--- config.mk ---
export PLATFORM = sky130hd
export DESIGN_NAME = uvs_divider
export DESIGN_NICKNAME = d
export VERILOG_FILES = /design/src/design/uvs_divider.sv
export SDC_FILE = /design/constraint.sdc
export NUM_CORES = 2
export LEC_CHECK = 0
export ABC_AREA = 1
export BUFFER_PORTS_ARGS = -buffer_cell sky130_fd_sc_hd__buf_2
export CAP_MARGIN = 25
export CORE_MARGIN = 5
export CORE_UTILIZATION = 53
export CTS_CLUSTER_DIAMETER = 80
export DETAILED_ROUTE_END_ITERATION = 6
export PLACE_DENSITY = 0.75
export SLEW_MARGIN = 15
export SYNTH_ARGS = -nofsm -noshare
export SYNTH_HDL_FRONTEND = slang
export SYNTH_SLANG_ARGS = --single-unit
--- constraint.sdc ---
create_clock -name clk -period 1.7 [get_ports clk]
set_input_delay 0.255 -clock clk [delete_from_list [all_inputs] [get_ports clk]]
set_output_delay 0.255 -clock clk [all_outputs]
set_load 0.02 [all_outputs]
--- src/design/uvs_divider.sv ---
// pipelined restoring divider, one quotient bit per stage
module uvs_divider #(
  parameter int NUM_W = 40,
  parameter int DEN_W = 10,
  parameter int TAG_W = 8
) (
  input  logic             clk,
  input  logic             rst,
  input  logic             en,
  input  logic             in_valid,
  input  logic [NUM_W-1:0] num,
  input  logic [DEN_W-1:0] den,
  input  logic [TAG_W-1:0] tag_in,
  output logic             out_valid,
  output logic [NUM_W-1:0] quo,
  output logic [TAG_W-1:0] tag_out
);

  logic [NUM_W:0]   vld;
  logic [DEN_W:0]   rem [NUM_W+1];
  logic [NUM_W-1:0] qq  [NUM_W+1];
  logic [DEN_W-1:0] dd  [NUM_W+1];
  logic [TAG_W-1:0] tg  [NUM_W+1];

  assign vld[0] = in_valid;
  assign rem[0] = '0;
  assign qq[0]  = num;
  assign dd[0]  = den;
  assign tg[0]  = tag_in;

  for (genvar k = 0; k < NUM_W; k++) begin : g_stage
    logic [DEN_W+1:0] trial;
    logic [DEN_W+1:0] shifted;
    always_comb begin
      shifted = {rem[k], qq[k][NUM_W-1]};
      trial   = shifted - {2'b00, dd[k]};
    end
    always_ff @(posedge clk) begin
      if (rst) begin
        vld[k+1] <= 1'b0;
      end else if (en) begin
        vld[k+1] <= vld[k];
      end
    end
    always_ff @(posedge clk) begin
      if (en) begin
        if (!trial[DEN_W+1]) begin
          rem[k+1] <= trial[DEN_W:0];
          qq[k+1]  <= {qq[k][NUM_W-2:0], 1'b1};
        end else begin
          rem[k+1] <= shifted[DEN_W:0];
          qq[k+1]  <= {qq[k][NUM_W-2:0], 1'b0};
        end
        dd[k+1] <= dd[k];
        tg[k+1] <= tg[k];
      end
    end
  end

  assign out_valid = vld[NUM_W];
  assign quo       = qq[NUM_W];
  assign tag_out   = tg[NUM_W];

endmodule

# Word-level counts from Yosys, hierarchy flattened
# Cells that the tools add are included.
[op_classes]
addsub = 40
n_mux = 79
[ops]
columns = ["op", "count"]
rows = [
  ["$sub A12 B10 Y12", 39],
  ["$mux W11", 38],
  ["$mux W1", 41],
  ["$sub A1 B10 Y11", 1],
]
[totals]
output_inout_bits = 49
reg_bits = 2779
wordCells = 318

# Logic depth before layout (Yosys ltp)
[logic_depth]
word_depth = 2
mapped_depth = 12
mapped_depth_nobuf = 12

# Least setup slack after synthesis
# No wires, ideal clock.
[synth_path]
kind = "register to register"
start = "reg qq, in the netlist g_stage[32].shifted[0]"
end = "reg rem, in the netlist g_stage[33].shifted[7] (data pin)"
arrival_time_ns = 1.568
required_time_ns = 1.447
setup_slack_ns = -0.121
path_stages_with_launch = 13
synth_period_minus_slack_ns = 1.821
path_cell_list = "edfxtp_1 > inv_1 > ha_1 > inv_1 > fa_1 > nand2_1 > nand3_1 > nand3_1 > nand2_1 > nand2_1 > nand2_1 > nand3_1 > nand2_1"
[synth_between]
elab_chain_cells = 2
[synth_lines]
columns = ["element", "line_no", "source"]
rows = [
  ["from (decl)", "21", "logic [NUM_W-1:0] qq [NUM_W+1];"],
  ["from (signal, indexed assignment)", "49", "qq[k+1] <= {qq[k][NUM_W-2:0], 1'b1};"],
  ["from (signal, indexed assignment)", "52", "qq[k+1] <= {qq[k][NUM_W-2:0], 1'b0};"],
  ["$sub A12 B10 Y12", "36", "trial = shifted - {2'b00, dd[k]};"],
  ["$mux W11", "47", "if (!trial[DEN_W+1]) begin"],
  ["to (signal, indexed assignment)", "48", "rem[k+1] <= trial[DEN_W:0];"],
  ["to (signal, indexed assignment)", "51", "rem[k+1] <= shifted[DEN_W:0];"],
  ["to (decl)", "20", "logic [DEN_W:0] rem [NUM_W+1];"],
]
# No other way between the ends.
# A chain may end at the register's enable or synchronous reset.

# Final worst setup path
[layout_path]
start = "reg rem, in the netlist g_stage[36].shifted[8]"
end = "reg rem, in the netlist g_stage[37].shifted[3] (data pin)"
[layout_between]
elab_chain_cells = 2
[layout_lines]
columns = ["element", "line_no"]
rows = [
  ["$sub A12 B10 Y12", "36"],
  ["$mux W11", "47"],
]
# No other way between the ends.

==> impl_metrics.yaml <==
status:
  status: "finished with violations"
  failed_checks: "design-rule violations, negative setup slack"
clock_tree:
  clk_latency_ns: 0.94
  cts.sinks: 2779
  tritoncts: "yes"
  cts_buffers: 297
  root_buffer: "clkbuf_16"
  h-tree-depth: 5
  clk_pin_slew_ns: 0.06
  max-clock-path-buffers: 4
synth:
  synthDistinctLibCells: 34
  synth_area_per_cell_um2: 12.1
  synth_top_cells_by_area: "edfxtp_1, nand2_1, nand3_1"
  synth-seq-area-share_pct: 70.8
  ys_async_sr_fraction_pct: 0
  syn_area_mm2: 0.117
  netlist_instances: 9666
  synth_ff_type: "edfxtp_1"
  yosysTopAreaCellShare_pct: 70.1
  ys_seq_elements: 2779
  synth_edf_count: 2739
  yosysWarnings: 0
  synth_top_cell_by_area: "edfxtp_1"
routing:
  ant_nets: 0
  dr.pass1.iters: 7
  vias: 80700
  drc: 2
  routed_wl_mm: 273
  initialDrtViolationCount: 5585
  wl_per_cell_um: 17.3
  avgViaCountPerCell: 5.13
floorplanning:
  core_area_mm2: 0.220
  fp-row-count: 172
  die_x_um: 481
  boundaryPins: 111
  die-area_mm2: 0.231
  initial_core_util_pct: 53.4
  dieHeight_um: 481
final_layout:
  area_growth_syn_to_layout_pct: 40.9
  fillers: 13400
  final_cell_mix: "edfxtp_1, buf_4, nand2_1, inv_1, nand2_2"
  fin_area_mm2: 0.165
  fin_nets: 13100
  regArea_mm2: 0.0830
  layout-drive-gt1-share_pct: 43.7
  final_common_cell: "edfxtp_1"
  final_util_pct: 75.1
  final_cell_count_no_fill: 15700
  multi_input_area_mm2: 0.0418
timing:
  fin_ws_ns: -0.344
  rsz0062_at_grt: "yes"
  setup_viol: 490
  finalSetupTns_ns: -100.38
  maxSlewViolCount: 0
  timing.fmax_mhz: 489
  min_period_over_period_pct: 120
  finalCriticalPeriod_ns: 2.04
  max_slew_margin_pct: 56.9
  worst_pin_slew_ns: 0.646
  report.final.hold_viol_count: 0
  skew_ns: 0.0541
global_routing:
  grt_max_degree: 85
  grt_pass1_vias: 81700
  antenna_found_initial: 2
  overflow: 0
  grt_pass1_wl_mm: 423
  grt_usage_pct: 22.7
placed_design:
  gp_congestion: 0.902
  dp_hpwl_mm: 170
  io_buffers: 110
  dp.cells: 14300
  place_area_mm2: 0.137
min_path:
  hold_path.class: "input port to register"
worst_setup_path:
  crit_type: "register to register"
  crit_arrival_ns: 2.73
  cp-start-kind: "register"
  cp_max_fo: 7
  cp.required_ns: 2.39
  endpoint_kind: "register"
pwr:
  powerDensity_mw_per_mm2: 1750
  peakVddDrop_uv: 1350
  total_leakage_power_nw: 70.8
flow_run:
  maxCapViolations: 0
==> sequential cells by signal, summed over array words and instances, names as in the netlist <==
register / cells
vld: 39
tag_out: 8
dd: 390
quo: 40
out_valid: 1
qq: 1521
g_stage.shifted: 468
tg: 312
==> synthesized netlist by cell type (51+ instances only) <==
master	n
edfxtp_1	2739
buf_4	72
buf_6	51
nand2_2	79
nor2_1	345
a21oi_1	164
ha_1	391
inv_1	1352
xor2_1	76
nand2_1	2783
nand3_1	1130
nand4_1	153
==> routing by layer <==
metal,up-vias,wire length [µm],GRT usage [%]
met5,-,17,0
met1,39000,114000,29.9
met4,2,8950,7.13
li1,38800,-,-
met2,2183,137000,39.2
met3,619,12900,3.45
==> cell families after synthesis <==
| logic type | after synthesis | share of synthesized area, % |
|---|---|---|
| xor gates and xnor gates | 114 | 0.851 |
| DFF | 2779 | 70.8 |
| adders and majority gates | 429 | 4.82 |
| other | 1 | 0.00320 |
| and+or+nand+nor | 4621 | 17.1 |
| AOI/OAI and AO/OA | 201 | 0.976 |
| buffers and inverters | 1521 | 5.43 |
==> worst paths after layout <==
path | start | to | slack, ns | cells past startpoint
setup / recovery | g_stage[36].shifted[8] | g_stage[37].shifted[3] | -0.34 | 9
setup reg to reg | g_stage[36].shifted[8] | g_stage[37].shifted[3] | -0.34 | 9
hold / removal | num[31] | qq[1592] | 0.07 | 2
hold reg to reg | qq[372] | qq[333] | 0.36 | 0
==> cell type report <==
class / instances / area share, %
Tap cell: 2958 / 2.24
Antenna cell: 2 / 0.00303
Clock buffer: 363 / 4.74
Inverter: 1384 / 3.16
Multi-Input combinational cell: 5408 / 25.3
Clock inverter: 149 / 0.843
Sequential cell: 2779 / 50.2
Timing Repair Buffer: 2691 / 13.5
==> where the power goes <==
part,switching [W],internal (W)
clock,0.0253,0.0362
combinational,0.0702,0.0615
sequential,0.00780,0.0889
total,0.103,0.187
==> through the flow <==
stage | total power, W | setup WS [ns] | hold WS (ns)
after floorplan | 0.150 | -0.0438 | 0.354
after global placement | 0.186 | -0.400 | 0.400
after detailed placement | 0.187 | -0.466 | 0.405
after CTS | 0.275 | -0.320 | 0.000607
after global routing | 0.306 | -0.419 | 0.0298
final | 0.290 | -0.344 | 0.0747
==> critical path: stages (launching register included) <==
cell and delay (ns):
edfxtp_1 0.46, ha_4 0.34, nand4_1 0.20, inv_1 0.12
nand2_2 0.12, nand3_4 0.15, nand2_8 0.11, buf_6 0.16
nand3_2 0.06, nand2_2 0.07
==> repair_timing <==
item	CTS	global route
setup endpoints to repair	505	507
hold endpoints to repair	451	0
pin swaps	914	783
gates resized for setup	1787	985
hold buffers	116	0
setup buffers	482	240
cloned	52	0
Note: power is estimated with default switching activity, not from simulation.
